==> config.mk <==
export PLATFORM = sky130hd
export DESIGN_NAME = gdfb_pix_decode
export DESIGN_NICKNAME = d
export VERILOG_FILES = /design/src/rtl/gdfb_pkg.sv /design/src/rtl/gdfb_pix_decode.sv
export SDC_FILE = /design/constraint.sdc
export NUM_CORES = 1
export LEC_CHECK = 0
export BUFFER_PORTS_ARGS = -buffer_cell sky130_fd_sc_hd__buf_2
export CAP_MARGIN = 0
export CORE_AREA = 2 2 39 41
export DETAILED_ROUTE_END_ITERATION = 6
export DIE_AREA = 0 0 41 43
export GPL_TIMING_DRIVEN = 0
export PLACE_DENSITY = 0.49
export RECOVER_POWER = 100
export SYNTH_ARGS = -nofsm -noshare
export SYNTH_HDL_FRONTEND = slang
export SYNTH_SLANG_ARGS = --single-unit
==> constraint.sdc <==
create_clock -name vclk -period 1.04
set_input_delay 0.104 -clock vclk [all_inputs]
set_output_delay 0.104 -clock vclk [all_outputs]
set_load 0.005 [all_outputs]
==> src/rtl/gdfb_pkg.sv <==
// ---------------------------------------------------------------------------
// gdfb_pkg: shared definitions for the gate display frame buffer
// Panel geometry, store sizing, opcodes, the bit mask table and the structs
// passed between the sequencer, the pixel decoder and the scan buffer.
// ---------------------------------------------------------------------------
`default_nettype none

package gdfb_pkg;

  // Panel geometry. ROWS is fixed by the byte layout (two rows per bit pair).
  localparam int COLUMNS     = 192;
  localparam int ROWS        = 16;
  localparam int HALF_BYTES  = (COLUMNS / 8) * ROWS;
  localparam int STORE_BYTES = 2 * HALF_BYTES;
  localparam int BURST       = 8;
  localparam int GATES       = HALF_BYTES / BURST;

  localparam int ADDR_W = $clog2(STORE_BYTES);
  localparam int XR_W   = $clog2(COLUMNS);
  localparam int LA_W   = XR_W + 1;
  localparam int GATE_W = 6;
  localparam int BEAT_W = $clog2(BURST);

  typedef enum logic [1:0] {
    OP_DRAW    = 2'd0,
    OP_FILL    = 2'd1,
    OP_SWAP    = 2'd2,
    OP_REFRESH = 2'd3
  } opcode_t;

  // Bit within a byte, indexed by {xr[2:0], y[0]}.
  localparam logic [7:0] MASK_TABLE [16] = '{
    8'h10, 8'h01, 8'h20, 8'h02, 8'h40, 8'h04, 8'h80, 8'h08,
    8'h20, 8'h02, 8'h10, 8'h01, 8'h80, 8'h08, 8'h40, 8'h04
  };

  // Decoded pixel location within one half.
  typedef struct packed {
    logic            hit;
    logic [LA_W-1:0] addr;
    logic [7:0]      mask;
  } pix_loc_t;

  // One write to the frame store.
  typedef struct packed {
    logic              en;
    logic [ADDR_W-1:0] addr;
    logic [7:0]        data;
  } mem_wr_t;

  // One scan read issued to the store, with the tags that go with its byte.
  typedef struct packed {
    logic              valid;
    logic [GATE_W-1:0] gate;
    logic              last_in_burst;
  } scan_req_t;

  typedef struct packed {
    logic [7:0]        data_byte;
    logic [GATE_W-1:0] gate_number;
    logic              gate_serial_in;
    logic              blank_select;
    logic              last_in_burst;
    logic              last_in_frame;
  } beat_t;

endpackage

`default_nettype wire

==> src/rtl/gdfb_pix_decode.sv <==
// ---------------------------------------------------------------------------
// gdfb_pix_decode: pixel coordinate to byte address and bit mask
// Clips off-panel pixels, rotates the column by two and looks up the mask.
// ---------------------------------------------------------------------------
`default_nettype none

module gdfb_pix_decode
  import gdfb_pkg::*;
(
  input  wire logic [8:0] pixel_x,
  input  wire logic [5:0] pixel_y,
  output pix_loc_t        loc
);

  logic            x_on;
  logic            y_on;
  logic [8:0]      xr_wide;
  logic [XR_W-1:0] xr;
  logic [2:0]      row;
  logic            in_half;

  always_comb begin
    x_on = !pixel_x[8] && ({1'b0, pixel_x[7:0]} < 9'(COLUMNS));
    y_on = !pixel_y[5] && (pixel_y < 6'(ROWS));
    // Column rotation: the first two columns wrap to the far end.
    if (pixel_x[7:0] < 8'd2) begin
      xr_wide = pixel_x + 9'(COLUMNS - 2);
    end else begin
      xr_wide = pixel_x - 9'd2;
    end
    xr = xr_wide[XR_W-1:0];
    // (17 - y) / 2 - 1 for y in 0..15 is the inverse of y[3:1].
    row      = ~pixel_y[3:1];
    loc.addr = {xr[XR_W-1:2], row};
    in_half  = 32'(loc.addr) < HALF_BYTES;
    loc.hit  = x_on && y_on && in_half;
    loc.mask = MASK_TABLE[{xr[2:0], pixel_y[0]}];
  end

endmodule

`default_nettype wire

== Yosys cells after proc, flatten, opt, wreduce, memory -nomap -nowiden ==
Memories as Yosys holds them, arrays and structs flattened.
Index checks and enable logic that the tools add are counted.
Storage, ports and cells
  register bits: 0
  memories kept: 1
  input port bits: 15
  memory bits (read-only): 128
  logic and storage cells: 19
Memories
  (name not given): words 16, width 8, rd ports 1, clocked after memory_dff 0, write ports 0, line gdfb_pix_decode.sv:37  | loc.mask = MASK_TABLE[{xr[2:0], pixel_y[0]}];
Cells by class
  reduce and logical (&&, ||, !) cells: 6
  bitwise operators: 2
  add/sub/neg operators: 2
  magnitude comparators: 5
  mux-type cells: 3
Operators with widths (number)
  two-way mux 8 bit: 3
  less-than comparator 9 bit, second input constant: 1
  adder 8 bit, second input constant: 1
  less-than comparator 8 x 2 -> 1 bit, second input constant: 1
  less-than comparator 8 bit, second input constant: 1
  subtractor 8 x 2 -> 8 bit, second input constant: 1
  less-than comparator 6 x 5 -> 1 bit, second input constant: 1
  >= comparator 5 bit, second input constant: 1
  NOT 4 -> 5 bit: 1
  logical AND 1 bit: 4
  NOT 3 bit: 1
  zero test 1 bit: 2

== Logic depth before layout (Yosys ltp) ==
  word-level depth: 6
  mapped depth: 5
  depth with buffers taken out: 5

== Least setup slack after synthesis ==
OpenSTA, ideal clock, no wires.
  path kind: input port to output port
  start: in pixel_x[2]
  end: out loc[15] in the netlist's numbering
  setup slack: -0.055 ns
  buffers on the path: 0
  data arrival time: 0.991 ns
  stages: 3
  path through: nor3_2 or3b_1 mux2_4
RTL lines
  start: declaration: line gdfb_pix_decode.sv:10  | input wire logic [8:0] pixel_x,
  end: declaration: line gdfb_pix_decode.sv:12  | output pix_loc_t loc

==> metrics.txt <==
fin crit share=125%; nets=93; num ports=33; worst-margin pin slew=approximately 0.41 ns; synth top area cells=nor2_1 14%, inv_1 12%, xor2_1 12%, xnor2_1 8.0%, mux2_4 6.9%; Worst Path Required=0.94 ns; GRT Residual Overflow=0; Mapped Avg Cell Area=6.05 sq um; WS Path Type=input port to output port; Worst IR Drop VDD=0.242 mV; Initial Utilization=15.7%; register area share after synthesis=0%; unrepaired setup endpoints after global routing=true; MaxCap Viol Count=0; endpoints failing setup=11; cts hold-fix bufs=0; Crit Path Max Fanout=2; die area=roughly 0.0018 sq mm; Die Height=43 microns; final setup margin=-0.262 ns; Syn Inst Count=36; Worst Min Path Start=pixel_y[1]; die width=41 microns; DRT Pass-1 Iters=1; Critical Path Source Type=input port; via/cell ratio=4.16; largest net degree at the start of global routing=6; worst hold path depth=3; minimum clock period=1.30 ns; wire per inst=9.04 microns; flip-flop and latch count=0; drt total wl=823 microns; status=finished with violations; GR peak layer=met2; Post-DP HPWL=627 microns; Synth cell types=17; leak pwr=0.297 nW; crit end category=output port; clkbuf count=0; core area=0.00138 sq mm; Power Dens Cells=444 mW/mm^2; class of the worst hold path=input port to output port; post-synth top area share=13.8%; fmax=between 700 and 800 MHz; Final Power=0.245 mW; Hold EP=loc[8]; worst rel slew slack=71.8%; DRC Markers=0; met3 Use GR=0%; n_diodes=0; number of global-route vias before repair=329; # fillers=151; Slew Viols, Final=0; area taken by flip-flops and latches=0 sq um; vias=379; gr usage total=10.8%; first-pass GRT wire length=about 1400 microns; failing checks=negative setup slack; Routability Congestion=0.619; top cell type by total area after synthesis=nor2_1; PortBufs=33; share of post-route cells with drive strength above 1=between 60% and 70%; initial antenna violation count=0; CP arrival=1.20 ns; Antenna Nets Post-Route=0; initial DRC count=0; area of the multi-input gates=258 sq um; Mapped Area=218 sq um; met1 GRT Util=13.7%; GRT met2 Usage=20.3%; synthesis-to-layout area growth=153%; Final Hold Viols=0; Core Rows=14; Synthesized Nets=52; Warnings, synthesis=0; Layout Utilization=39.9%
==> cell usage in the layout, fill, tap and decap left out, types with 2 or more instances in the layout <==
master,instances
buf_2,24
buf_4,3
buf_6,6
clkbuf_1,4
inv_1,5
nand2_1,2
nor2_1,8
xor2_1,2
==> critical path: stages <==
cell and delay, ns:
buf_8 0.10, nor3_4 0.17, or3b_4 0.40, mux2_4 0.31, buf_6 0.11
==> synth_stat cells (all sizes together), types with 2 or more instances <==
master,count
nand2,3
nor3,3
xnor2,2
inv,7
nor2,8
xor2,3
==> metrics by stage <==
step / TNS [ns] / hold WS (ns) / instance area [sq um] / setup slack [ns] / std cells
after detailed placement: -3.06 / 0.418 / 412 / -0.322 / 85
after global placement: -3.04 / 0.415 / 412 / -0.318 / 85
after global routing: -1.84 / 0.418 / 552 / -0.310 / 91
after CTS: -1.41 / 0.418 / 576 / -0.264 / 94
after floorplan: -0.0713 / 0.235 / 226 / -0.0408 / 36
final: -1.27 / 0.395 / 552 / -0.262 / 91
==> per-layer routing <==
metal,vias up,routed length (microns)
met1,158,318
met3,0,77
li1,200,-
met2,21,428
met5,-,0
met4,0,0
==> power by group <==
group / switching, mW / leakage [nW] / internal [mW]
combinational: 0.109 / 0.297 / 0.136
sequential: 0 / 0 / 0
clock: 0 / 0 / 0
total: 0.109 / 0.297 / 0.136
==> cell families (layout without fill, tap and decap cells) <==
group                    after synthesis  in the layout  share of synthesized area, %
AO/OA/AOI/OAI                          5              5                          17.2
XOR/XNOR                               5              5                          20.1
adder cells (fa/ha/maj)                1              1                          5.75
buffers and inverters                  7             46                          12.1
multiplexers                           1              1                          6.89
AND/OR/NAND/NOR                       17             17                          37.9
==> repair_timing <==
| item | 4_1_cts | 5_1_grt |
|---|---|---|
| pin swaps | 8 | 6 |
| buffers inserted | 9 | 1 |
| resized for setup | 20 | 5 |
| setup endpoints to repair | 12 | 13 |
==> layout make-up <==
cell class                 instances  area share, %
inverter                           7           5.22
multi-input combinational         29           46.7
tap                               16           3.63
timing repair buffer              39           44.4
==> how the worst max path moves through the flow <==
stage | startpoint | endpoint | slack (ns) | depth (start not counted)
detailed placement | pixel_x[2] | loc[15] | -0.32 | 5
floorplan | pixel_x[2] | loc[15] | -0.04 | 3
CTS | pixel_x[1] | loc[15] | -0.26 | 5
global placement | pixel_x[3] | loc[15] | -0.32 | 5
global route | pixel_x[1] | loc[15] | -0.31 | 5
finish | pixel_x[1] | loc[15] | -0.26 | 5
Power figures use the tool's default switching activity.
