==> config.mk <==
export PLATFORM = sky130hd
export DESIGN_NAME = gdfb_seq_flat
export DESIGN_NICKNAME = d
export VERILOG_FILES = /design/src/rtl/gdfb_pkg.sv /design/src/rtl/gdfb_if.sv /design/src/rtl/gdfb_seq.sv /design/src/flat_wrapper.sv
export SDC_FILE = /design/constraint.sdc
export NUM_CORES = 1
export LEC_CHECK = 0
export ABC_AREA = 0
export BUFFER_PORTS_ARGS = -buffer_cell sky130_fd_sc_hd__clkbuf_2
export CORE_MARGIN = 2
export CORE_UTILIZATION = 33
export DETAILED_ROUTE_END_ITERATION = 10
export PLACE_DENSITY = 0.68
export REMOVE_ABC_BUFFERS = 1
export SLEW_MARGIN = 20
export SYNTH_ARGS = -nofsm -noshare
export SYNTH_HDL_FRONTEND = slang
export SYNTH_SLANG_ARGS = --single-unit
==> constraint.sdc <==
create_clock -name clk -period 1.75 [get_ports clk]
set_input_delay 0 -clock clk [delete_from_list [all_inputs] [get_ports clk]]
set_output_delay 0 -clock clk [all_outputs]
set_load 0.05 [all_outputs]
==> src/rtl/gdfb_pkg.sv <==
// ---------------------------------------------------------------------------
// gdfb_pkg: shared definitions for the gate display frame buffer
// Panel geometry, store sizing, opcodes, the bit mask table and the structs
// passed between the sequencer, the pixel decoder and the scan buffer.
// ---------------------------------------------------------------------------
`default_nettype none

package gdfb_pkg;

  // Panel geometry. ROWS is fixed by the byte layout (two rows per bit pair).
  localparam int COLUMNS     = 192;
  localparam int ROWS        = 16;
  localparam int HALF_BYTES  = (COLUMNS / 8) * ROWS;
  localparam int STORE_BYTES = 2 * HALF_BYTES;
  localparam int BURST       = 8;
  localparam int GATES       = HALF_BYTES / BURST;

  localparam int ADDR_W = $clog2(STORE_BYTES);
  localparam int XR_W   = $clog2(COLUMNS);
  localparam int LA_W   = XR_W + 1;
  localparam int GATE_W = 6;
  localparam int BEAT_W = $clog2(BURST);

  typedef enum logic [1:0] {
    OP_DRAW    = 2'd0,
    OP_FILL    = 2'd1,
    OP_SWAP    = 2'd2,
    OP_REFRESH = 2'd3
  } opcode_t;

  // Bit within a byte, indexed by {xr[2:0], y[0]}.
  localparam logic [7:0] MASK_TABLE [16] = '{
    8'h10, 8'h01, 8'h20, 8'h02, 8'h40, 8'h04, 8'h80, 8'h08,
    8'h20, 8'h02, 8'h10, 8'h01, 8'h80, 8'h08, 8'h40, 8'h04
  };

  // Decoded pixel location within one half.
  typedef struct packed {
    logic            hit;
    logic [LA_W-1:0] addr;
    logic [7:0]      mask;
  } pix_loc_t;

  // One write to the frame store.
  typedef struct packed {
    logic              en;
    logic [ADDR_W-1:0] addr;
    logic [7:0]        data;
  } mem_wr_t;

  // One scan read issued to the store, with the tags that go with its byte.
  typedef struct packed {
    logic              valid;
    logic [GATE_W-1:0] gate;
    logic              last_in_burst;
  } scan_req_t;

  typedef struct packed {
    logic [7:0]        data_byte;
    logic [GATE_W-1:0] gate_number;
    logic              gate_serial_in;
    logic              blank_select;
    logic              last_in_burst;
    logic              last_in_frame;
  } beat_t;

endpackage

`default_nettype wire

==> src/rtl/gdfb_if.sv <==
// ---------------------------------------------------------------------------
// gdfb_if: command and burst channels
// Valid/ready channels; an item moves on a clock edge with both high.
// ---------------------------------------------------------------------------
`default_nettype none

interface gdfb_cmd_if;
  logic       valid;
  logic       ready;
  logic [1:0] opcode;
  logic [8:0] pixel_x;
  logic [5:0] pixel_y;
  logic       color;

  modport source (output valid, opcode, pixel_x, pixel_y, color, input ready);
  modport sink   (input valid, opcode, pixel_x, pixel_y, color, output ready);
endinterface


`default_nettype wire

==> src/rtl/gdfb_seq.sv <==
// ---------------------------------------------------------------------------
// gdfb_seq: command sequencer
// Owns the store ports: clearing pass, pixel read-modify-write, fill sweep,
// half swap and the eight reads of each refresh burst.
// ---------------------------------------------------------------------------
`default_nettype none

module gdfb_seq
  import gdfb_pkg::*;
(
  input  wire logic       clk,
  input  wire logic       rst,
  gdfb_cmd_if.sink        cmd,
  input  wire pix_loc_t   loc,
  input  wire logic [7:0] rdata,
  input  wire logic       room,
  output mem_wr_t         wr,
  output logic [ADDR_W-1:0] raddr,
  output scan_req_t       req
);

  typedef enum logic [2:0] {
    S_CLEAR,
    S_IDLE,
    S_DRAW_RD,
    S_DRAW_WR,
    S_FILL,
    S_SCAN
  } state_t;

  state_t            state;
  logic [ADDR_W-1:0] cnt;
  logic              active_half;
  logic [GATE_W-1:0] scan_gate;
  logic [ADDR_W-1:0] draw_addr;
  logic [7:0]        draw_mask;
  logic              draw_color;
  logic [ADDR_W-1:0] base;
  logic              accept;

  assign cmd.ready = (state == S_IDLE);
  assign accept    = cmd.valid && cmd.ready;

  always_comb begin
    base      = active_half ? ADDR_W'(HALF_BYTES) : '0;
    wr        = '0;
    raddr     = draw_addr;
    req       = '0;
    req.gate  = scan_gate;
    req.last_in_burst = (cnt[BEAT_W-1:0] == BEAT_W'(BURST - 1));
    case (state)
      S_CLEAR: begin
        wr.en   = 1'b1;
        wr.addr = cnt;
        wr.data = '0;
      end
      S_DRAW_WR: begin
        wr.en   = 1'b1;
        wr.addr = draw_addr;
        wr.data = draw_color ? (rdata | draw_mask) : (rdata & ~draw_mask);
      end
      S_FILL: begin
        wr.en   = 1'b1;
        wr.addr = base + cnt;
        wr.data = {8{draw_color}};
      end
      S_SCAN: begin
        raddr     = base + ADDR_W'({scan_gate, cnt[BEAT_W-1:0]});
        req.valid = room;
      end
      default: begin
      end
    endcase
  end

  always_ff @(posedge clk) begin
    if (rst) begin
      state       <= S_CLEAR;
      cnt         <= '0;
      active_half <= 1'b0;
      scan_gate   <= '0;
    end else begin
      case (state)
        S_CLEAR: begin
          if (cnt == ADDR_W'(STORE_BYTES - 1)) begin
            cnt   <= '0;
            state <= S_IDLE;
          end else begin
            cnt <= cnt + 1'b1;
          end
        end
        S_IDLE: begin
          if (accept) begin
            draw_color <= cmd.color;
            draw_addr  <= base + ADDR_W'(loc.addr);
            draw_mask  <= loc.mask;
            cnt        <= '0;
            case (opcode_t'(cmd.opcode))
              OP_DRAW: begin
                if (loc.hit) begin
                  state <= S_DRAW_RD;
                end
              end
              OP_FILL:    state <= S_FILL;
              OP_SWAP:    active_half <= !active_half;
              OP_REFRESH: state <= S_SCAN;
              default:    state <= S_IDLE;
            endcase
          end
        end
        S_DRAW_RD: state <= S_DRAW_WR;
        S_DRAW_WR: state <= S_IDLE;
        S_FILL: begin
          if (cnt == ADDR_W'(HALF_BYTES - 1)) begin
            state <= S_IDLE;
          end else begin
            cnt <= cnt + 1'b1;
          end
        end
        S_SCAN: begin
          if (room) begin
            if (cnt[BEAT_W-1:0] == BEAT_W'(BURST - 1)) begin
              state     <= S_IDLE;
              scan_gate <= (scan_gate == GATE_W'(GATES - 1)) ? '0 : scan_gate + 1'b1;
            end else begin
              cnt <= cnt + 1'b1;
            end
          end
        end
        default: state <= S_IDLE;
      endcase
    end
  end

endmodule

`default_nettype wire

==> src/flat_wrapper.sv <==
// flat-port wrapper written by rule: the top's interface ports become plain ports
module gdfb_seq_flat import gdfb_pkg::*;
  (clk, rst, loc, rdata, room, wr, raddr, req, cmd_valid, cmd_opcode, cmd_pixel_x, cmd_pixel_y, cmd_color, cmd_ready);
  gdfb_cmd_if cmd_i ();
  input  wire logic clk;
  input  wire logic rst;
  input  wire pix_loc_t loc;
  input  wire logic [7:0] rdata;
  input  wire logic room;
  output mem_wr_t wr;
  output logic [ADDR_W-1:0] raddr;
  output scan_req_t req;
  input wire logic [$bits(cmd_i.valid)-1:0] cmd_valid;
  input wire logic [$bits(cmd_i.opcode)-1:0] cmd_opcode;
  input wire logic [$bits(cmd_i.pixel_x)-1:0] cmd_pixel_x;
  input wire logic [$bits(cmd_i.pixel_y)-1:0] cmd_pixel_y;
  input wire logic [$bits(cmd_i.color)-1:0] cmd_color;
  output wire logic [$bits(cmd_i.ready)-1:0] cmd_ready;
  assign cmd_i.valid = cmd_valid;
  assign cmd_i.opcode = cmd_opcode;
  assign cmd_i.pixel_x = cmd_pixel_x;
  assign cmd_i.pixel_y = cmd_pixel_y;
  assign cmd_i.color = cmd_color;
  assign cmd_ready = cmd_i.ready;
  gdfb_seq u_core (.clk(clk), .rst(rst), .cmd(cmd_i), .loc(loc), .rdata(rdata), .room(room), .wr(wr), .raddr(raddr), .req(req));
endmodule
* Word level (Yosys, flattened, before mapping)
Cells that the tools add are included.
Word-level totals: logic and storage cells 67, register bits 39, output and inout bits 38, input bits 48
Operators by class: bitwise logic cells 4, reduce and logical (&&, ||, !) cells 10, equality and inequality tests 21, add/subtract/negate cells 5, multiplexer cells 20
Operator list (number):
- $mux W10 | 6
- $pmux W19 S3 | 1
- $pmux W10 S4 | 1
- $add A10 B9 Y10 | 2
- $mux W3 | 6
- $pmux W3 S5 | 1
- $add A10 B1 Y10 const B | 1
- $add A10 B10 Y10 | 1
- $eq A10 B10 Y1 const B | 1
- $eq A10 B9 Y1 const B | 1
- $ne A2 B2 Y1 const B | 5
- $eq A3 B3 Y1 const B | 3
- $mux W9 | 1
- $pmux W3 S3 | 1
- $reduce_and A3 Y1 | 3
- $and A8 B8 Y8 | 1
- $mux W8 | 1
- $not A8 Y8 | 1
- $or A8 B8 Y8 | 1
- $reduce_and A7 Y1 | 1
- $add A6 B1 Y6 const B | 1
- $eq A3 B2 Y1 const B | 2
- $eq A6 B6 Y1 const B | 1
- $mux W6 | 1
- other kinds (14) | 16

* Longest topological paths before layout
Gate-level depths: netlist of run 1.
depth after elaboration 4, gate-level depth with buffers 8

* Worst setup path after synthesis of run 1
Ideal clock, no wire load.
path type reg2out, from reg u_core.scan_gate[4], to out raddr[8], required time 1.750 ns, stages on the path, launching flop included 5, path buffers 0, arrival 2.501 ns, setup slack -0.751 ns, cells stage by stage dfxtp_1 > ha_1 > inv_1 > fa_1 > o21ai_0
Between the ends: word-level cells in the longest chain between the ends 2
RTL lines:
- start, declared | line gdfb_seq.sv:34 | logic [GATE_W-1:0] scan_gate;
- start signal, assigned | line gdfb_seq.sv:124 | scan_gate <= (scan_gate == GATE_W'(GATES - 1)) ? '0 : scan_gate + 1'b1;
- $add A10 B9 Y10 | line gdfb_seq.sv:68 | raddr = base + ADDR_W'({scan_gate, cnt[BEAT_W-1:0]});
- $mux W10 | line gdfb_seq.sv:51 | case (state)
- end, declared | line flat_wrapper.sv:11 | output logic [ADDR_W-1:0] raddr;
Every way passes these cells.

* Final worst setup path of run 1
from reg u_core.cnt[1], to reg u_core.cnt[9]
Between the ends: word-level cells in the longest chain between the ends 4
RTL lines:
- start, declared | line gdfb_seq.sv:32 | logic [ADDR_W-1:0] cnt;
- start signal, assigned | line gdfb_seq.sv:89 | cnt <= cnt + 1'b1;
- start signal, assigned | line gdfb_seq.sv:117 | cnt <= cnt + 1'b1;
- start signal, assigned | line gdfb_seq.sv:126 | cnt <= cnt + 1'b1;
- $add A10 B1 Y10 | line gdfb_seq.sv:89, gdfb_seq.sv:117, gdfb_seq.sv:126
- $mux W10 | line gdfb_seq.sv:122 | if (cnt[BEAT_W-1:0] == BEAT_W'(BURST - 1)) begin
- $mux W10 | line gdfb_seq.sv:121 | if (room) begin
- $pmux W10 S4 | line gdfb_seq.sv:83 | case (state)
Several ways; a longest one is shown, not always the timed one. The select of a mux whose other input is x is not followed. A chain may end at the register's enable or synchronous reset.

==> results of run 1 <==
## power groups by stage
stage	logic (mW)	clock network (mW)	registers (mW)
floorplan	0.0717	0	0.994
global placement	0.155	0	0.989
detailed placement	0.159	0	0.990
CTS	0.195	0.616	0.973
global route	0.220	0.656	0.974
finish	0.205	0.612	0.973
## layer usage
layer | track usage (%) | routed length, um | up-vias
met4 | 4.12 | 46 | 0
met1 | 23.4 | 2870 | 1023
li1 | - | - | 1048
met5 | 0 | 0 | -
met2 | 28.9 | 3180 | 81
met3 | 3.62 | 396 | 5
## flip-flops by register name (all words and copies together) (netlist names)
signal / count
u_core.state: 3
u_core.draw_addr: 10
u_core.scan_gate: 6
u_core.draw_mask: 8
u_core.draw_color: 1
u_core.cnt: 10
u_core.active_half: 1
## final cells by class
type / count / area (um2)
clock buffer: 6 / 72.6
inverter: 6 / 22.5
multi-input combinational: 167 / 1330
tap: 80 / 100
clock inverter: 2 / 12.5
fill: 585 / 3300
sequential: 39 / 983
timing repair buffer: 117 / 896
## worst register-to-register path, cell delays in order (launching register included)
cell and delay (ns):
dfxtp_2 0.35, ha_4 0.17, ha_4 0.15, nand3b_1 0.19, a31oi_4 0.17, o21ai_2 0.10
or4_1 0.42, a31oi_1 0.19
## worst max-delay path by stage
stage | startpoint | slack (ns) | endpoint
after CTS | u_core.cnt[1] | -0.04 | u_core.cnt[9]
after floorplan | u_core.state[0] | -1.05 | u_core.draw_addr[0]
after global placement | u_core.cnt[0] | -0.09 | u_core.cnt[9]
after global routing | u_core.cnt[1] | -0.11 | u_core.cnt[9]
after detailed placement | u_core.cnt[0] | -0.15 | u_core.cnt[9]
final | u_core.cnt[1] | -0.07 | u_core.cnt[9]
## kinds of logic after synthesis
family | count (synthesis) | share of synthesized area, %
and+or+nand+nor | 85 | 20.3
AOI/OAI and AO/OA | 50 | 15.5
DFF | 39 | 42.9
buffers and inverters | 22 | 5.08
muxes | 17 | 7.96
adders and majority gates | 9 | 5.97
xor gates and xnor gates | 6 | 2.32
## cells in the final DEF (no fill, tap or decap), types with 8 or more instances in the layout
cell           synthesis  layout
nand2_1               21      18
mux2i_1                9       9
edfxtp_1              19      19
clkbuf_4               0       9
dlygate4sd3_1          0      17
clkbuf_2               0      49
o21ai_0               17       8
dfxtp_1               20      12
nand3_1               19      18
buf_4                  3      33
nor2_1                14      13
mux2_2                 8       8
## timing repair
action,CTS,global route
pin swaps,13,10
hold endpoints to repair,17,0
endpoints found under the setup margin,34,44
gates cloned,0,0
hold buffers,17,0
setup buffers,1,4
resized for setup,37,48
==> impl_metrics.yaml, run 1 <==
hold_path:
  hp-start: "cmd_opcode[0]"
  hold_depth: 3
  min_to: "u_core.state[2]"
  hold_path_class: "input port to flop"
timing:
  min_period_ns: 1.82
  final.setup.tns_ns: -0.0771
  layout_setup_ws_ns: -0.0698
  relSlewSlack_pct: 78.2
  clock_skew_ns: 0.00579
  finalCritPeriodShare_pct: 104
  holdWs_ns: 0.0202
  max_freq_ghz: 0.550
  finalHoldViolCount: 0
  maxSlewViolCount: 0
  worstMarginPinSlew_ns: 0.325
  setup_violations: 2
  rsz0062_at_grt: "yes"
setup_path:
  critPathTopFamily: "simple AND/OR/NAND/NOR gates"
  worst-setup-path-type: "flop to flop"
  path_depth: 7
  cpMostUsedCell: "ha_4"
  ff2ff_path_depth: 7
  crit_slowest_cell: "or4_1"
  r2r-end: "u_core.cnt[9]"
  slowest_delay_ns: 0.42
  crit_chain: "ha_4 > ha_4 > nand3b_1 > a31oi_4 > o21ai_2 > or4_1 > a31oi_1"
  end_kind: "flop"
  crit_fanout: 4
  timing.rr.start: "u_core.cnt[1]"
  required_ns: 1.96
  crit_arrival_ns: 2.03
  r2r_setup_slack_ns: -0.07
  startpoint_type: "flop"
  path_buf_inv: 0
cts:
  cts_inserted_buffers: 5
  clk_pin_slew_worst_paths_ns: 0.08
  clk_path_buf_depth: 2
  root_buffer: "clkbuf_8"
  clk_latency_ns: 0.29
  htree_num_levels: 2
  cts_sinks: 39
  cts_tree: "done"
detailed_routing:
  drtIter0Drc: 166
  vias_per_cell: 5.17
  dr.pass1.iters: 4
  postRouteAntennaNets: 0
  drc: 0
  vias: 2157
  wire_per_inst_um: 15.6
  routed_wl_mm: 6.49
pwr:
  p_int_mw: 1.35
  p_seq_share_pct: 54.4
  peakVddDrop_mv: 0.478
  power.density_nw_per_um2: 523
  power_mw: 1.79
  power.net_switching_uw: 444
  power_leakage_nw: 1.38
  p_comb_share_pct: 11.4
  swShare_pct: 24.8
  clkPwrFrac_pct: 34.2
run_status:
  violations: "negative setup slack"
  status: "finished with violations"
global_route:
  grt.total_usage_pct: 17.5
  grt_max_degree: 17
  grt_pass1_wl_mm: 10.3
  overflow: 0
  first_global_vias: 2100
  grt_antenna_before_repair: 0
place:
  preCtsSetupSlack_ns: -0.147
  place_congestion: 0.832
  port_buffers: 70
  dpl_cell_area_um2: 2910
  dp_hpwl_mm: 4.50
  place_inst: 388
die:
  rows: 30
  start_util_pct: 33.7
  die_area_um2: 7540
  chipWidth_um: 86.8
  coreArea_um2: 6720
  boundaryPins: 86
  die_h_um: 86.8
synthesis:
  yosysTopAreaCell: "edfxtp_1"
  synth_most_common_cell: "nand2_1"
  synth_area_leaders: "edfxtp_1 25%, dfxtp_1 18%, nand3_1 4.2%"
  synth_top_area_share_pct: 25.2
  syn_area_per_cell_um2: 9.93
  synth_ff_type: "dfxtp_1"
  synth_cells: 228
  synth_edf_count: 19
  synth_common_cells: "21 x nand2_1, 20 x dfxtp_1, 19 x edfxtp_1, 19 x nand3_1, 17 x o21ai_0"
  yosysSeqAreaShare_pct: 42.9
  async_flop_share_pct: 0
  synth.distinct_cells: 47
  ys_seq_elements: 39
  synth_area_um2: 2260
  ys_warn_count: 0
cells_and_area:
  final_area_um2: 3420
  drive_above_1_share_pct: 46.9
  area_delta_synth_final_pct: 51.0
  nNetsFinal: 393
  finish.utilization_pct: 50.9
  antenna_cells: 0
  fin_cells: 417
job:
  cap_violations: 0
Power figures use the tool's default switching activity.
==> run 2: changes to the inputs <==
--- a/config.mk
+++ b/config.mk
@@ -7,6 +7,7 @@
 export LEC_CHECK = 0
 export ABC_AREA = 0
 export BUFFER_PORTS_ARGS = -buffer_cell sky130_fd_sc_hd__clkbuf_2
+export CAP_MARGIN = 15
 export CORE_MARGIN = 2
 export CORE_UTILIZATION = 33
 export DETAILED_ROUTE_END_ITERATION = 10
==> constraint.sdc (replaced) <==
create_clock -name clk -period 1.75 [get_ports clk]
set_input_delay 0 -clock clk [delete_from_list [all_inputs] [get_ports clk]]
set_output_delay 0 -clock clk [all_outputs]
set_load 0.005 [all_outputs]
==> impl_metrics.yaml, run 2 (synthesis results as in run 1) <==
run_status:
  status: "complete, no violations"
global_route:
  first_global_vias: 2038
  grt_use_met1_pct: 21.8
  use_met2_pct: 27.0
  grt_antenna_before_repair: 0
  grt_pass1_wl_mm: 9.80
  grt_max_degree: 17
  grt.total_usage_pct: 16.7
  busiest_layer: "met2"
  use_met3_pct: 3.43
  overflow: 0
timing:
  max_freq_ghz: 0.573
  relSlewSlack_pct: 78.8
  min_period_ns: 1.74
  worstMarginPinSlew_ns: 0.317
  rsz0062_at_grt: "yes"
  setup_violations: 0
  final.setup.tns_ns: 0
  maxSlewViolCount: 0
  finalHoldViolCount: 0
  clock_skew_ns: 0.00609
  finalCritPeriodShare_pct: 99.7
job:
  cap_violations: 0
setup_path:
  crit_arrival_ns: 1.96
  end_kind: "flop"
  slowest_delay_ns: 0.40
  required_ns: 1.97
  cpMostUsedCell: "ha_4"
  worst-setup-path-type: "flop to flop"
  critPathTopFamily: "simple AND/OR/NAND/NOR gates"
  crit_fanout: 3
  crit_chain: "ha_4 > ha_4 > nand3b_1 > a31oi_4 > o21ai_2 > or4_1 > a31oi_1"
  startpoint_type: "flop"
  path_buf_inv: 0
  crit_slowest_cell: "or4_1"
pwr:
  power_leakage_nw: 1.36
  peakVddDrop_mv: 0.452
  power.density_nw_per_um2: 583
die:
  coreArea_um2: 6720
  start_util_pct: 33.7
  boundaryPins: 86
  rows: 30
  chipWidth_um: 86.8
  die_area_um2: 7540
  die_h_um: 86.8
place:
  place_congestion: 0.886
  dp_hpwl_mm: 4.47
  port_buffers: 70
cells_and_area:
  drive_above_1_share_pct: 44.1
  layout_commonest_cell: "clkbuf_2"
  final_cell_mix: "69 x clkbuf_2, 22 x buf_4, 19 x nand2_1, 19 x nand3_1, 19 x edfxtp_1"
  finish.utilization_pct: 48.2
  area_delta_synth_final_pct: 43.1
  antenna_cells: 0
  largestRegisters: "u_core.cnt x10, u_core.draw_addr x10, u_core.draw_mask x8"
  nNetsFinal: 389
detailed_routing:
  drtIter0Drc: 60
  routed_wl_mm: 6.15
  vias: 2122
  drc: 0
  dr.pass1.iters: 4
  wire_per_inst_um: 14.9
  postRouteAntennaNets: 0
  vias_per_cell: 5.14
cts:
  cts_tree: "done"
  clk_latency_ns: 0.29
  htree_num_levels: 2
  cts_sinks: 39
  clk_pin_slew_worst_paths_ns: 0.08
  cts_inserted_buffers: 5
  root_buffer: "clkbuf_8"
  clk_path_buf_depth: 2
hold_path:
  hold_path_class: "input port to flop"
[run 2: final cells by class]
class	count	area, um2
fill	635	3480
inverter	6	22.5
clock buffer	5	68.8
sequential	39	981
timing repair buffer	113	748
multi-input combinational	167	1280
tap	80	100
clock inverter	3	43.8
[run 2: repair_timing]
action                                  CTS  global route
setup buffers                             1             1
hold buffers                             17             0
pin swaps                                 6             5
gates resized for setup                  15            26
endpoints found under the setup margin   25            33
hold endpoints to repair                 17             0
[run 2: where the power goes]
group | switching, mW | leakage, nW | internal, mW
logic | 0.0667 | 0.968 | 0.0968
clock network | 0.329 | 0.0581 | 0.425
registers | 0.00936 | 0.336 | 0.964
total | 0.405 | 1.36 | 1.49
[run 2: stage by stage]
stage / worst slack (ns) / hold slack (ns) / instance area (um2) / cells / power (mW)
2_1_floorplan: -0.460 / 0.0691 / 2170 / 212 / 1.03
3_3_place_gp: -0.0909 / 0.177 / 2820 / 386 / 1.11
3_5_place_dp: -0.159 / 0.179 / 2820 / 386 / 1.12
4_1_cts: 0.00456 / 0.00295 / 3160 / 412 / 1.90
5_1_grt: -0.0897 / 0.00813 / 3240 / 413 / 1.95
6_report: 0.00602 / 0.00819 / 3240 / 413 / 1.89
[run 2: worst paths after layout]
| kind | from | end | slack (ns) | cells after the start |
|---|---|---|---|---|
| hold reg to reg | u_core.cnt[8] | u_core.cnt[8] | 0.51 | 2 |
| setup reg to reg | u_core.cnt[0] | u_core.cnt[9] | 0.006 | 7 |
| setup / recovery | u_core.cnt[0] | u_core.cnt[9] | 0.006 | 7 |
| hold / removal | loc[15] | u_core.draw_addr[7] | 0.008 | 2 |
[run 2: routing by layer]
metal  routed length [um]  part of all wire [%]
met1                 2840                    46
met2                 2880                    47
met4                   80                   1.3
met5                    0                     0
met3                  352                   5.7
[run 2: worst reg2reg max path, delay by kind of cell (launching register included)]
family	cells	cell delay (ns)
compound gates	3	0.42
fa+ha+maj	2	0.31
flops	1	0.34
simple gates	2	0.59
==> run 3: changes to the inputs <==
--- a/config.mk
+++ b/config.mk
@@ -13,6 +13,7 @@
 export DETAILED_ROUTE_END_ITERATION = 10
 export PLACE_DENSITY = 0.68
 export REMOVE_ABC_BUFFERS = 1
+export SETUP_SLACK_MARGIN = 0.5
 export SLEW_MARGIN = 20
 export SYNTH_ARGS = -nofsm -noshare
 export SYNTH_HDL_FRONTEND = slang
==> impl_metrics.yaml, run 3 (synthesis results as in run 1) <==
global_route:
  first_global_vias: 2244
  overflow: 0
  grt_antenna_before_repair: 0
  grt_max_degree: 17
  grt_pass1_wl_mm: 11.1
  grt.total_usage_pct: 19.0
setup_path:
  required_ns: 1.93
  end_kind: "flop"
  crit_arrival_ns: 1.99
  crit_fanout: 4
  startpoint_type: "flop"
  crit_slowest_cell: "dfxtp_2"
  slowest_delay_ns: 0.34
  worst-setup-path-type: "flop to flop"
  cpMostUsedCell: "ha_4"
  crit_chain: "ha_4 > ha_4 > nand3b_1 > a31oi_4 > o21ai_2 > buf_4 > buf_6 > o21ai_1 > a21oi_2"
cts:
  cts_inserted_buffers: 5
  htree_num_levels: 2
  clk_latency_ns: 0.29
  root_buffer: "clkbuf_8"
  clk_pin_slew_worst_paths_ns: 0.08
  cts_tree: "done"
  clk_path_buf_depth: 2
  cts_sinks: 39
pwr:
  power.density_nw_per_um2: 527
  peakVddDrop_mv: 0.467
  power_leakage_nw: 1.50
detailed_routing:
  wire_per_inst_um: 16.9
  vias: 2264
  routed_wl_mm: 7.20
  postRouteAntennaNets: 0
  drc: 0
  drtIter0Drc: 131
  dr.pass1.iters: 4
  vias_per_cell: 5.30
timing:
  maxSlewViolCount: 0
  relSlewSlack_pct: 76.4
  clock_skew_ns: 0.00588
  max_freq_ghz: 0.554
  min_period_ns: 1.81
  layout_setup_ws_ns: -0.0562
  finalHoldViolCount: 0
  worstMarginPinSlew_ns: 0.353
  rsz0062_at_grt: "yes"
  setup_violations: 2
  finalCritPeriodShare_pct: 103
  holdWs_ns: 0.0217
place:
  dp_hpwl_mm: 4.47
  place_congestion: 0.886
  dpl_cell_area_um2: 2820
  port_buffers: 70
run_status:
  status: "finished with violations"
  violations: "negative setup slack"
cells_and_area:
  area_delta_synth_final_pct: 59.8
  fillCellCount: 581
  antenna_cells: 0
  final_area_um2: 3620
  nNetsFinal: 403
  largestRegisters: "u_core.cnt x10, u_core.draw_addr x10, u_core.draw_mask x8"
  drive_above_1_share_pct: 55.6
  final_cell_mix: "61 x clkbuf_2, 23 x buf_4, 19 x edfxtp_1, 18 x nand3_1, 17 x dlygate4sd3_1"
  layout_commonest_cell: "clkbuf_2"
die:
  boundaryPins: 86
  rows: 30
  die_h_um: 86.8
  die_area_um2: 7540
  coreArea_um2: 6720
  chipWidth_um: 86.8
  start_util_pct: 33.7
hold_path:
  hold_path_class: "input port to flop"
job:
  cap_violations: 0
## run 3: area by class of cell
cell class | count | area [um2] | area share [%]
clock buffers | 5 | 68.8 | 1.90
repair buffers | 126 | 895 | 24.7
multi-input cells | 168 | 1500 | 41.3
flip-flops and latches | 39 | 993 | 27.4
clock inverters | 3 | 43.8 | 1.21
well taps | 80 | 100 | 2.77
inverters | 6 | 22.5 | 0.622
## run 3: final timing paths
| check | from | to | slack, ns | cells past startpoint |
|---|---|---|---|---|
| max | u_core.cnt[0] | u_core.cnt[6] | -0.06 | 9 |
| min | cmd_opcode[0] | u_core.state[2] | 0.02 | 3 |
| max reg2reg | u_core.cnt[0] | u_core.cnt[6] | -0.06 | 9 |
| min reg2reg | u_core.cnt[4] | u_core.cnt[4] | 0.50 | 2 |
## run 3: layer usage
| metal | global-route usage [%] | wire, um | share of wire, % | vias to the layer above |
|---|---|---|---|---|
| met1 | 23.1 | 3010 | 42 | 1090 |
| met3 | 3.90 | 415 | 5.8 | 17 |
| met4 | 9.52 | 178 | 2.5 | 0 |
| li1 | - | - | - | 1070 |
| met5 | 0 | 0 | 0 | - |
| met2 | 31.7 | 3600 | 50 | 87 |
## run 3: worst max-delay path: cells and delay by family, from the launching register on
family          cells  cell delay [ns]
simple gates        1             0.21
compound gates      4             0.56
buf+inv             2             0.28
fa+ha+maj           2             0.31
flops               1             0.34
## run 3: through the flow
stage / setup slack (ns) / setup TNS [ns] / cells / total power, mW / util (%)
after floorplan: -0.460 / -9.12 / 212 / 1.03 / -
after detailed placement: -0.159 / -0.600 / 386 / 1.12 / 41.9
after CTS: 0.00877 / 0 / 422 / 1.91 / 51.7
after global routing: -0.157 / -0.797 / 427 / 1.97 / 53.9
final: -0.0562 / -0.112 / 427 / 1.91 / 53.9
after global placement: -0.0909 / -0.133 / 386 / 1.11 / 41.9
## run 3: repair_timing
item                       4_1_cts  5_1_grt
gates cloned                     1        0
gates resized for setup         89       34
setup endpoints to repair       73       71
pin swaps                       39       19
hold buffers                    17        0
setup buffers                   10        5
hold endpoints to repair        17        0
## run 3: where the power goes
| group | leakage (nW) | switching, mW | internal (mW) | total (mW) |
|---|---|---|---|---|
| clock network | 0.0581 | 0.334 | 0.425 | 0.759 |
| registers | 0.339 | 0.00955 | 0.960 | 0.970 |
| logic | 1.10 | 0.0774 | 0.100 | 0.178 |
| total | 1.50 | 0.421 | 1.49 | 1.91 |
